`config.mk`:
```
export PLATFORM = sky130hd
export DESIGN_NAME = multiword_by_word_divider
export DESIGN_NICKNAME = d
export VERILOG_FILES = /design/src/rtl/mbwd_pkg.sv /design/src/rtl/multiword_by_word_divider.sv
export SDC_FILE = /design/constraint.sdc
export NUM_CORES = 1
export LEC_CHECK = 0
export ABC_AREA = 1
export BUFFER_PORTS_ARGS = -buffer_cell sky130_fd_sc_hd__buf_2
export CAP_MARGIN = 10
export CORE_ASPECT_RATIO = 1.75
export CORE_UTILIZATION = 52
export CTS_CLUSTER_DIAMETER = 40
export DETAILED_ROUTE_END_ITERATION = 6
export GPL_ROUTABILITY_DRIVEN = 1
export PLACE_DENSITY = 0.73
export SETUP_SLACK_MARGIN = 0.02
export SYNTH_ARGS = -nofsm -noshare
export SYNTH_HDL_FRONTEND = slang
export SYNTH_SLANG_ARGS = --single-unit
```
`constraint.sdc`:
```
create_clock -name clk_i -period 21.8 [get_ports clk_i]
set_clock_uncertainty 0.2 [all_clocks]
set_input_delay 1.09 -clock clk_i [delete_from_list [all_inputs] [get_ports clk_i]]
set_output_delay 1.09 -clock clk_i [all_outputs]
set_load 0.01 [all_outputs]
```
`src/rtl/mbwd_pkg.sv`:
```
// Package for the multi-word by single-word divider.
// Holds the sequencer state type, field widths and register decode constants.
// No dependencies.
`default_nettype none

package mbwd_pkg;

  // Widths of the stream fields and of the configuration bus.
  localparam int unsigned FIELD_BITS = 64;
  localparam int unsigned APB_DATA_BITS = 64;
  localparam int unsigned APB_ADDR_BITS = 4;

  // Default width of the arithmetic inside the block.
  localparam int unsigned WORD_BITS_DEF = 64;

  // Register index taken from paddr[3] (8-byte spacing).
  localparam logic REG_DIVISOR = 1'b0;

  localparam logic [FIELD_BITS-1:0] DIVISOR_RESET = FIELD_BITS'(1);

  typedef enum logic [1:0] {
    ST_IDLE,
    ST_REDUCE,
    ST_DIVIDE
  } state_e;

endpackage : mbwd_pkg

`default_nettype wire

```
`src/rtl/multiword_by_word_divider.sv`:
```
// Top level of the multi-word by single-word divider: APB register,
// radix-2 restoring division sequencer and output register.
// Depends on mbwd_pkg.
//
//  Channel  Dir  Handshake          Payload
//  -------  ---  -----------------  -----------------------------------------
//  s        in   s_tvalid/s_tready  tdata: dividend_word; tlast: last_word
//  m        out  m_tvalid/m_tready  tdata: quotient_word, final_remainder;
//                                   tlast: last
//  apb      in   psel/penable       divisor at byte address 0
//
// Each item yields one quotient bit per cycle through the single shared
// subtract-and-compare unit, except while a waiting result holds the last step.
// A divisor change in mid-number can leave the carried remainder not below the
// divisor; a reduction pass through the same unit then comes first.
// The input is ready only while the sequencer is idle; a waiting result holds
// back only the last step of a division. Reset is asynchronous.
`default_nettype none

module multiword_by_word_divider #(
  parameter int unsigned WORD_BITS = mbwd_pkg::WORD_BITS_DEF
) (
  input  wire logic                                clk_i,
  input  wire logic                                rst_ni,
  // Input stream
  input  wire logic                                s_tvalid_i,
  output logic                                     s_tready_o,
  input  wire logic [mbwd_pkg::FIELD_BITS-1:0]     s_tdata_i,   // [63:0] dividend_word
  input  wire logic                                s_tlast_i,   // last_word
  // Output stream
  output logic                                     m_tvalid_o,
  input  wire logic                                m_tready_i,
  output logic [2*mbwd_pkg::FIELD_BITS-1:0]        m_tdata_o,   // [63:0] quotient_word,
                                                                // [127:64] final_remainder
  output logic                                     m_tlast_o,   // last
  // Configuration
  input  wire logic                                psel_i,
  input  wire logic                                penable_i,
  input  wire logic                                pwrite_i,
  input  wire logic [mbwd_pkg::APB_ADDR_BITS-1:0]  paddr_i,
  input  wire logic [mbwd_pkg::APB_DATA_BITS-1:0]  pwdata_i,
  output logic [mbwd_pkg::APB_DATA_BITS-1:0]       prdata_o,
  output logic                                     pready_o
);

  import mbwd_pkg::*;

  localparam int unsigned CNT_W = (WORD_BITS > 1) ? $clog2(WORD_BITS) : 1;
  localparam logic [CNT_W-1:0] CNT_LAST = CNT_W'(WORD_BITS - 1);

  typedef struct packed {
    logic accept;
    logic step;
    logic reduce_end;
    logic divide_end;
  } ctrl_t;

  state_e                 state_q, state_d;
  ctrl_t                  ctrl;
  logic [FIELD_BITS-1:0]  divisor_q;
  logic [WORD_BITS-1:0]   rem_q;
  logic [WORD_BITS-1:0]   sh_q;
  logic [WORD_BITS-1:0]   word_q;
  logic                   last_q;
  logic [CNT_W-1:0]       cnt_q;

  logic                   out_valid_q;
  logic [WORD_BITS-1:0]   out_quot_q;
  logic [WORD_BITS-1:0]   out_rem_q;
  logic                   out_last_q;

  logic [WORD_BITS-1:0]   div_w;
  logic                   need_reduce;
  logic                   out_free;
  logic                   last_step;
  logic                   cfg_write;

  // Shared step unit.
  logic [WORD_BITS-1:0]   shifted;
  logic [WORD_BITS:0]     diff;
  logic                   take;
  logic [WORD_BITS-1:0]   rem_n;
  logic [WORD_BITS-1:0]   sh_n;

  assign div_w       = divisor_q[WORD_BITS-1:0];
  assign need_reduce = (div_w != '0) && (rem_q >= div_w);
  assign out_free    = !out_valid_q || m_tready_i;
  assign last_step   = (cnt_q == CNT_LAST);

  // The bit shifted out of the top counts as a carry above the word, which
  // forces a subtraction; the borrow then wraps back into range.
  assign shifted = {rem_q[WORD_BITS-2:0], sh_q[WORD_BITS-1]};
  assign diff    = {1'b0, shifted} - {1'b0, div_w};
  assign take    = rem_q[WORD_BITS-1] | ~diff[WORD_BITS];
  assign rem_n   = take ? diff[WORD_BITS-1:0] : shifted;
  assign sh_n    = {sh_q[WORD_BITS-2:0], take};

  // Next state.
  always_comb begin
    state_d = state_q;
    case (state_q)
      ST_IDLE: begin
        if (s_tvalid_i) begin
          state_d = need_reduce ? ST_REDUCE : ST_DIVIDE;
        end
      end
      ST_REDUCE: begin
        if (last_step) begin
          state_d = ST_DIVIDE;
        end
      end
      ST_DIVIDE: begin
        if (last_step && out_free) begin
          state_d = ST_IDLE;
        end
      end
      default: state_d = ST_IDLE;
    endcase
  end

  // Control outputs of the sequencer.
  always_comb begin
    ctrl = '0;
    case (state_q)
      ST_IDLE: begin
        ctrl.accept = s_tvalid_i;
      end
      ST_REDUCE: begin
        ctrl.step       = 1'b1;
        ctrl.reduce_end = last_step;
      end
      ST_DIVIDE: begin
        ctrl.step       = !last_step || out_free;
        ctrl.divide_end = last_step && out_free;
      end
      default: ctrl = '0;
    endcase
  end

  assign s_tready_o = (state_q == ST_IDLE);

  always_ff @(posedge clk_i or negedge rst_ni) begin
    if (!rst_ni) begin
      state_q <= ST_IDLE;
      cnt_q   <= '0;
      rem_q   <= '0;
    end else begin
      state_q <= state_d;
      if (ctrl.accept) begin
        cnt_q <= '0;
        if (need_reduce) begin
          rem_q <= '0;
        end
      end else if (ctrl.step) begin
        cnt_q <= last_step ? '0 : cnt_q + CNT_W'(1);
        if (ctrl.divide_end && last_q) begin
          rem_q <= '0;
        end else begin
          rem_q <= rem_n;
        end
      end
    end
  end

  // Payload registers of the sequencer.
  always_ff @(posedge clk_i) begin
    if (ctrl.accept) begin
      word_q <= s_tdata_i[WORD_BITS-1:0];
      last_q <= s_tlast_i;
      sh_q   <= need_reduce ? rem_q : s_tdata_i[WORD_BITS-1:0];
    end else if (ctrl.reduce_end) begin
      sh_q <= word_q;
    end else if (ctrl.step) begin
      sh_q <= sh_n;
    end
  end

  // Output register.
  always_ff @(posedge clk_i or negedge rst_ni) begin
    if (!rst_ni) begin
      out_valid_q <= 1'b0;
    end else if (ctrl.divide_end) begin
      out_valid_q <= 1'b1;
    end else if (m_tready_i) begin
      out_valid_q <= 1'b0;
    end
  end

  always_ff @(posedge clk_i) begin
    if (ctrl.divide_end) begin
      out_quot_q <= sh_n;
      out_rem_q  <= last_q ? rem_n : '0;
      out_last_q <= last_q;
    end
  end

  assign m_tvalid_o = out_valid_q;
  assign m_tdata_o  = {FIELD_BITS'(out_rem_q), FIELD_BITS'(out_quot_q)};
  assign m_tlast_o  = out_last_q;

  // Configuration register.
  assign cfg_write = psel_i && penable_i && pwrite_i && pready_o;

  always_ff @(posedge clk_i or negedge rst_ni) begin
    if (!rst_ni) begin
      divisor_q <= DIVISOR_RESET;
    end else if (cfg_write && (paddr_i[3] == REG_DIVISOR)) begin
      divisor_q <= pwdata_i;
    end
  end

  assign pready_o = 1'b1;
  assign prdata_o = (paddr_i[3] == REG_DIVISOR) ? divisor_q : '0;

endmodule : multiword_by_word_divider

`default_nettype wire
```
==> results of run 1 <==
## report_power, final
group	total [W]	switching (W)	leakage [nW]	internal, W
logic	0.00145	0.00102	8.84	0.000433
registers	0.00117	0.000126	4.05	0.00104
clock network	0.000761	0.000318	0.708	0.000443
## state kept, by name, summed over array words and instances (netlist names)
name and cells:
div_w 64, out_quot_q 64, out_rem_q 64, rem_q 64
sh_q 64, word_q 64, cnt_q 6, state_q 2
last_q 1, m_tlast_o 1, m_tvalid_o 1
## per-layer routing
layer  part of all wire [%]  wire (um)  vias up
met2                     50      41230      921
met3                    6.3       5204      189
met5                      0          0        -
met1                     39      32060    10430
met4                    5.4       4497        0
li1                       -          -    10620
## logic make-up (layout without fill, tap and decap cells)
logic type               count (synthesis)  after routing
buffers and inverters                  564            881
flip-flops                             395            395
adder cells (fa/ha/maj)                133            133
AND/OR/NAND/NOR                       1432           1432
XOR/XNOR                                36             36
other                                    1              2
AO/OA/AOI/OAI                          518            518
## area by class of cell
type / count / area [sq um]
multi-input combinational: 2120 / 10960
sequential: 395 / 11180
fill: 4223 / 18210
inverter: 455 / 1713
clock inverter: 23 / 310.3
tap: 583 / 729.5
antenna: 1 / 2.502
timing repair buffer: 347 / 1795
clock buffer: 56 / 1165
## cells in the mapped netlist, types with 2 or more instances
| master | instances | area, sq um |
|---|---|---|
| a21oi_1 | 224 | 1121 |
| a21oi_2 | 7 | 61.31 |
| and2_1 | 4 | 25.02 |
| buf_1 | 9 | 33.78 |
| buf_2 | 11 | 55.05 |
| buf_4 | 4 | 30.03 |
| buf_6 | 8 | 90.09 |
| buf_8 | 2 | 30.03 |
| clkbuf_1 | 74 | 277.8 |
| dfrtp_1 | 136 | 3403 |
| edfxtp_1 | 258 | 7747 |
| ha_1 | 132 | 1652 |
| inv_1 | 443 | 1663 |
| inv_2 | 10 | 37.54 |
| nand2_1 | 799 | 2999 |
| nand2_2 | 7 | 43.79 |
| nand2_4 | 2 | 22.52 |
| nand3_1 | 198 | 991.0 |
| nand3_4 | 8 | 140.1 |
| nand3b_1 | 27 | 202.7 |
| nand4_1 | 41 | 256.5 |
| nor2_1 | 310 | 1164 |
| nor2_2 | 4 | 25.02 |
| nor2_4 | 2 | 22.52 |
| nor3_1 | 18 | 90.09 |
| nor4_1 | 6 | 37.54 |
| o211ai_1 | 2 | 15.01 |
| o21a_1 | 3 | 22.52 |
| o21ai_0 | 163 | 815.8 |
| o21ai_1 | 31 | 155.2 |
| o21ai_2 | 8 | 70.07 |
| o21bai_1 | 72 | 540.5 |
| o22ai_1 | 3 | 18.77 |
| xnor2_1 | 4 | 35.03 |
| xor2_1 | 32 | 280.3 |
## worst paths after layout
kind / from / end
worst max-delay path: rem_q[45] / rem_q[52]
worst min-delay path: sh_q[33] / out_quot_q[34]
worst max register to register: rem_q[45] / rem_q[52]
worst min register to register: sh_q[33] / out_quot_q[34]
max in group asynchronous: rst_ni / rem_q[34]
min in group asynchronous: rst_ni / div_w[61]
## worst reg2reg max path, stage by stage, from the launching register on
cell,delay [ps]
dfrtp_1,510
ha_1,360
nand2_1,50
nor2_1,120
and2_1,230
nand3b_1,170
and2b_1,370
nand4_1,200
nand3_4,510
nand3_4,680
nand2_2,200
buf_4,590
inv_2,350
nand2_1,150
nand2_1,60
## stage by stage
stage               std cells  hold slack [ps]  util, %  cell area (sq um)  power (W)
floorplan                3079            227.0        -              24350   0.002154
global placement         3900            229.3    57.26              26370   0.002574
detailed placement       3900            234.5    57.26              26370   0.002615
CTS                      3979            245.9    60.46              27850   0.003379
global route             3980            253.5    60.46              27850   0.003585
finish                   3980            244.4    60.46              27850   0.003386
==> flow_summary.ini, run 1 <==
[outcome]
outcome = complete, but fails checks
violations = DRC

[global_routing]
grt_use_met2_pct = 59.90
grt_max_degree = 130
track_usage_pct = 34.61
top_usage_layer = met2
grt_pass1_wl_um = 123400
met1_usage_pct = 42.22
gr-usage-met3_pct = 3.748
grt.overflow.total = 0
antenna_found_initial = 1
grt_pass1_vias = 21620

[finish]
area_growth_pct = 14.40
drive_gt1_share_pct = 13.87
final_cell_mix = nand2_1 (798), inv_1 (443), buf_2 (330), nor2_1 (307), edfxtp_1 (258)
final_common_cell = nand2_1
nets = 3635

[power]
peakVddDrop_mv = 0.1019
leakage_nw = 13.60
p_per_area_nw_per_um2 = 121.6

[logic_synthesis]
synthArstFlopShare_pct = 34.68
synth_top_family_by_area = simple AND/OR/NAND/NOR gates
syn-cell-area_sq_um = 24350
synth_xor_area_share_pct = 1.295
synth_edf_count = 258
ys_seq_elements = 395
synth_cells = 3079
synth_compound_area_share_pct = 11.75
synth-simple-area-share_pct = 24.93
ys_warn_count = 0
netlist-cell-type-count = 52
synth_mux_area_share_pct = 0
synthAdderAreaFrac_pct = 6.866
avgSynthCellArea_sq_um = 7.907
synth-seq-area-share_pct = 45.91
synth_fp_nets = 3352
synth_ff_type = edfxtp_1

[floorplanning]
die_y_um = 288.2
fp-row-count = 104
dieArea_sq_um = 47720
start_util_pct = 52.85
core_sq_um = 46060
die_w_um = 165.6
ios = 336

[clock_network]
cts_tree = done
cts_setup_buffers = 0
cts_hold_buf = 0
clock_path_buffers = 3
tritoncts.num_buffers = 43
cts_sinks = 395
clock-root-buffer = clkbuf_16
htree_levels = 2
cts_resized = 0
cts.clk_slew.worst_paths_ps = 70
clock_latency_ps = 570

[sta]
period_minus_slack_ps = 4847
max_slew_margin_pct = 24.96
fin_crit_sh_pct = 22.23
fmax_mhz = 206.3
setup_slack_ps = 16950
rsz0062_at_grt = false
tns_ps = 0
setup-violations-final = 0
tightest_slew_ps = 1123
finalMaxSlewViolations = 0
finalHoldViolations = 0

[detailed_routing]
vias_per_cell = 5.568
drtIter0Drc = 2155
drc = 54
wire_per_inst_um = 20.85
drt-pass1-iter-count = 7
ant_nets = 0
routed_wl_um = 82980
via_count = 22160

[hold_path]
hold_class = flip-flop to flip-flop
worstHoldPathCells = 0

[critical_path]
cp_max_fo = 49
reg2reg_slack_ps = 16950
critPathKind = flip-flop to flip-flop
critPathLaunchType = flip-flop
crit_cells = 14
endpoint_kind = flip-flop
critPathBufInv = 2
path_cells = ha_1 > nand2_1 > nor2_1 > and2_1 > nand3b_1 > and2b_1 > nand4_1 > nand3_4 > nand3_4 > nand2_2 > buf_4 > inv_2 > nand2_1 > nand2_1
crit_path_frequent_cell = nand2_1
cp.arrival_ps = 5090
r2r_cells = 14
slowest_delay_ps = 660
slowest_stage = nand3_4
cp_data_required_time_ps = 22040
cpLargestDelayFamily = simple AND/OR/NAND/NOR gates

[flow_run]
maxCapViolations = 0

[place]
place_congestion = 0.9557
dp_slack_ps = 17120
placement.io_buffers = 331
hpwlAfterDp_um = 63270
Power figures use the tool's default switching activity.
==> inputs of run 2 (changes only) <==
==> constraint.sdc (replaced) <==
create_clock -name clk_i -period 4.49 [get_ports clk_i]
set_clock_uncertainty 0.2 [all_clocks]
set_input_delay 0.2245 -clock clk_i [delete_from_list [all_inputs] [get_ports clk_i]]
set_output_delay 0.2245 -clock clk_i [all_outputs]
set_load 0.01 [all_outputs]
==> run 2 against run 1 <==
  * The flow still finishes with violations (DRC)
  * Power rose to 4.9 times the previous value
  * Sequential power rose to 4.9 times the previous value
  * Sequential share of layout area fell by 2.0 points
  * Worst setup slack got worse by 16000 ps
  * Via count rose by 4.0%
  * Register-to-register slack got worse by 16000 ps
  * Non-clock buffer count rose by 153
  * Flip-flop and latch count did not move
  * First-iteration DRC count fell by 0.42%
  * Worst hold slack got worse by 220 ps
  * Utilization rose by 3.2 points
  * Largest cell class unchanged
==> flow_summary.ini, run 2 (synthesis gave the netlist of run 1 again) <==
[outcome]
outcome = complete, but fails checks
violations = DRC

[clock_network]
clock-root-buffer = clkbuf_16
clock_latency_ps = 570
cts_setup_buffers = 0
cts.clk_slew.worst_paths_ps = 70
cts_tree = done
clock_path_buffers = 3
tritoncts.num_buffers = 42
htree_levels = 2
cts_sinks = 395

[power]
p_seq_share_pct = 34.3
switching_power_w = 0.007357
p_per_area_nw_per_um2 = 568.2
leakage_nw = 14.23
p_comb_share_pct = 44.5
swShare_pct = 44.15
peakVddDrop_mv = 0.3944
internal_power_w = 0.009308
clockPowerShare_pct = 21.2

[detailed_routing]
dr_wl_met3_um = 4808
wl_met1_um = 33810
via_count = 23040
drc = 54
vias_per_cell = 5.576
highest_layer = met4
drt-pass1-iter-count = 7
ant_nets = 0
wire_per_inst_um = 21.34
routed_wl_um = 88160
drtIter0Drc = 2146
wl_met2_um = 44930

[critical_path]
endpoint_kind = flip-flop
cp_data_required_time_ps = 4760
slowest_stage = dfrtp_1
path_cells = ha_1 > a21oi_1 > o21ai_0 > a21oi_1 > nand2_1 > a21oi_1 > nand3_4 > nand3_4 > nand2_2 > buf_12 > o21ai_0
critPathKind = flip-flop to flip-flop
critPathLaunchType = flip-flop
cp_max_fo = 32
slowest_delay_ps = 510
crit_path_frequent_cell = a21oi_1
cp.arrival_ps = 4110
reg2reg_slack_ps = 660

[finish]
multiInputGateArea_sq_um = 10950
final_common_cell = nand2_1
final_cell_mix = nand2_1 (798), inv_1 (443), buf_2 (330), nor2_1 (307), edfxtp_1 (258)
nets = 3787
drive_gt1_share_pct = 14.01
area_growth_pct = 20.47
fill_cells = 3980
design_area_sq_um = 29330
seqCellArea_sq_um = 11180

[place]
placement.io_buffers = 331
hpwlAfterDp_um = 65790
placed_area_sq_um = 26600
place_congestion = 0.9679

[global_routing]
grt_pass1_vias = 22820
track_usage_pct = 36.86
grt_max_degree = 130
grt.overflow.total = 0
grt_pass1_wl_um = 130800
antenna_found_initial = 1

[sta]
rsz0062_at_grt = false
tns_ps = 0
tightest_slew_ps = 1196
setup-violations-final = 0
period_minus_slack_ps = 3832
fin_crit_sh_pct = 85.35
finalMaxSlewViolations = 0
max_slew_margin_pct = 20.05
finalHoldViolations = 0
fmax_mhz = 260.9

[flow_run]
maxCapViolations = 0

[floorplanning]
die_y_um = 288.2
fp-row-count = 104
ios = 336
core_sq_um = 46060
start_util_pct = 52.85
die_w_um = 165.6
dieArea_sq_um = 47720

[hold_path]
hold_class = input port to asynchronous set/reset pin
## run 2: cell count changes in the layout (fill, tap and decap cells not counted), sizes merged
cell / change
dlygate4sd3: +132
inv: +4
clkbuf: -8
buf: +21
clkinvlp: +6
bufinv: -3
## run 2: metrics by stage
| step | hold slack [ps] | util [%] | total power [W] | cells | worst slack [ps] |
|---|---|---|---|---|---|
| 2_1_floorplan | -271.1 | - | 0.01046 | 3079 | 366.6 |
| 3_3_place_gp | 65.79 | 57.75 | 0.01271 | 3921 | 731.4 |
| 3_5_place_dp | 76.06 | 57.75 | 0.01291 | 3921 | 709.1 |
| 4_1_cts | 76.19 | 63.67 | 0.01655 | 4131 | 676.1 |
| 5_1_grt | 91.96 | 63.67 | 0.01762 | 4132 | 470.4 |
| 6_report | 21.16 | 63.67 | 0.01667 | 4132 | 657.6 |
## run 2: power by group through the flow
stage	clock, W	combinational [W]	sequential [W]
finish	0.00353	0.00742	0.00571
global route	0.00370	0.00816	0.00576
CTS	0.00356	0.00732	0.00567
detailed placement	0	0.00718	0.00574
global placement	0	0.00702	0.00569
floorplan	0	0.00499	0.00547
## run 2: worst paths after layout
path	startpoint	to	depth (start not counted)
min	rst_ni	div_w[63]	2
max in group asynchronous	rst_ni	rem_q[60]	3
max reg2reg	rem_q[41]	rem_q[20]	11
min in group clk_i	s_tdata_i[5]	word_q[5]	2
max	rem_q[41]	rem_q[20]	11
min reg2reg	sh_q[57]	out_quot_q[58]	0
## run 2: per-layer routing
metal  up-vias  GRT usage (%)
li1      10930              -
met1     10900          43.66
met2      1005          65.84
met3       208          3.476
met4         0          18.07
met5         -              0
## run 2: worst max-delay path, delay by kind of cell (launching register included)
kind / cells / cell delay (ps)
AOI/OAI and AO/OA: 5 / 1170
and+or+nand+nor: 4 / 1140
DFF: 1 / 510
adders and majority gates: 1 / 370
buffers and inverters: 1 / 320
## run 2: area by class of cell
class,count,share of cell area [%]
sequential,395,38.11
multi-input combinational,2120,37.35
timing repair buffer,500,11.42
inverter,455,5.840
clock buffer,48,3.767
tap,583,2.487
clock inverter,30,1.020
antenna,1,0.008532
## run 2: what timing repair did
action / in CTS / in global routing
gates resized for setup: 0 / 0
hold buffers: 132 / 0
hold endpoints to repair: 261 / 0
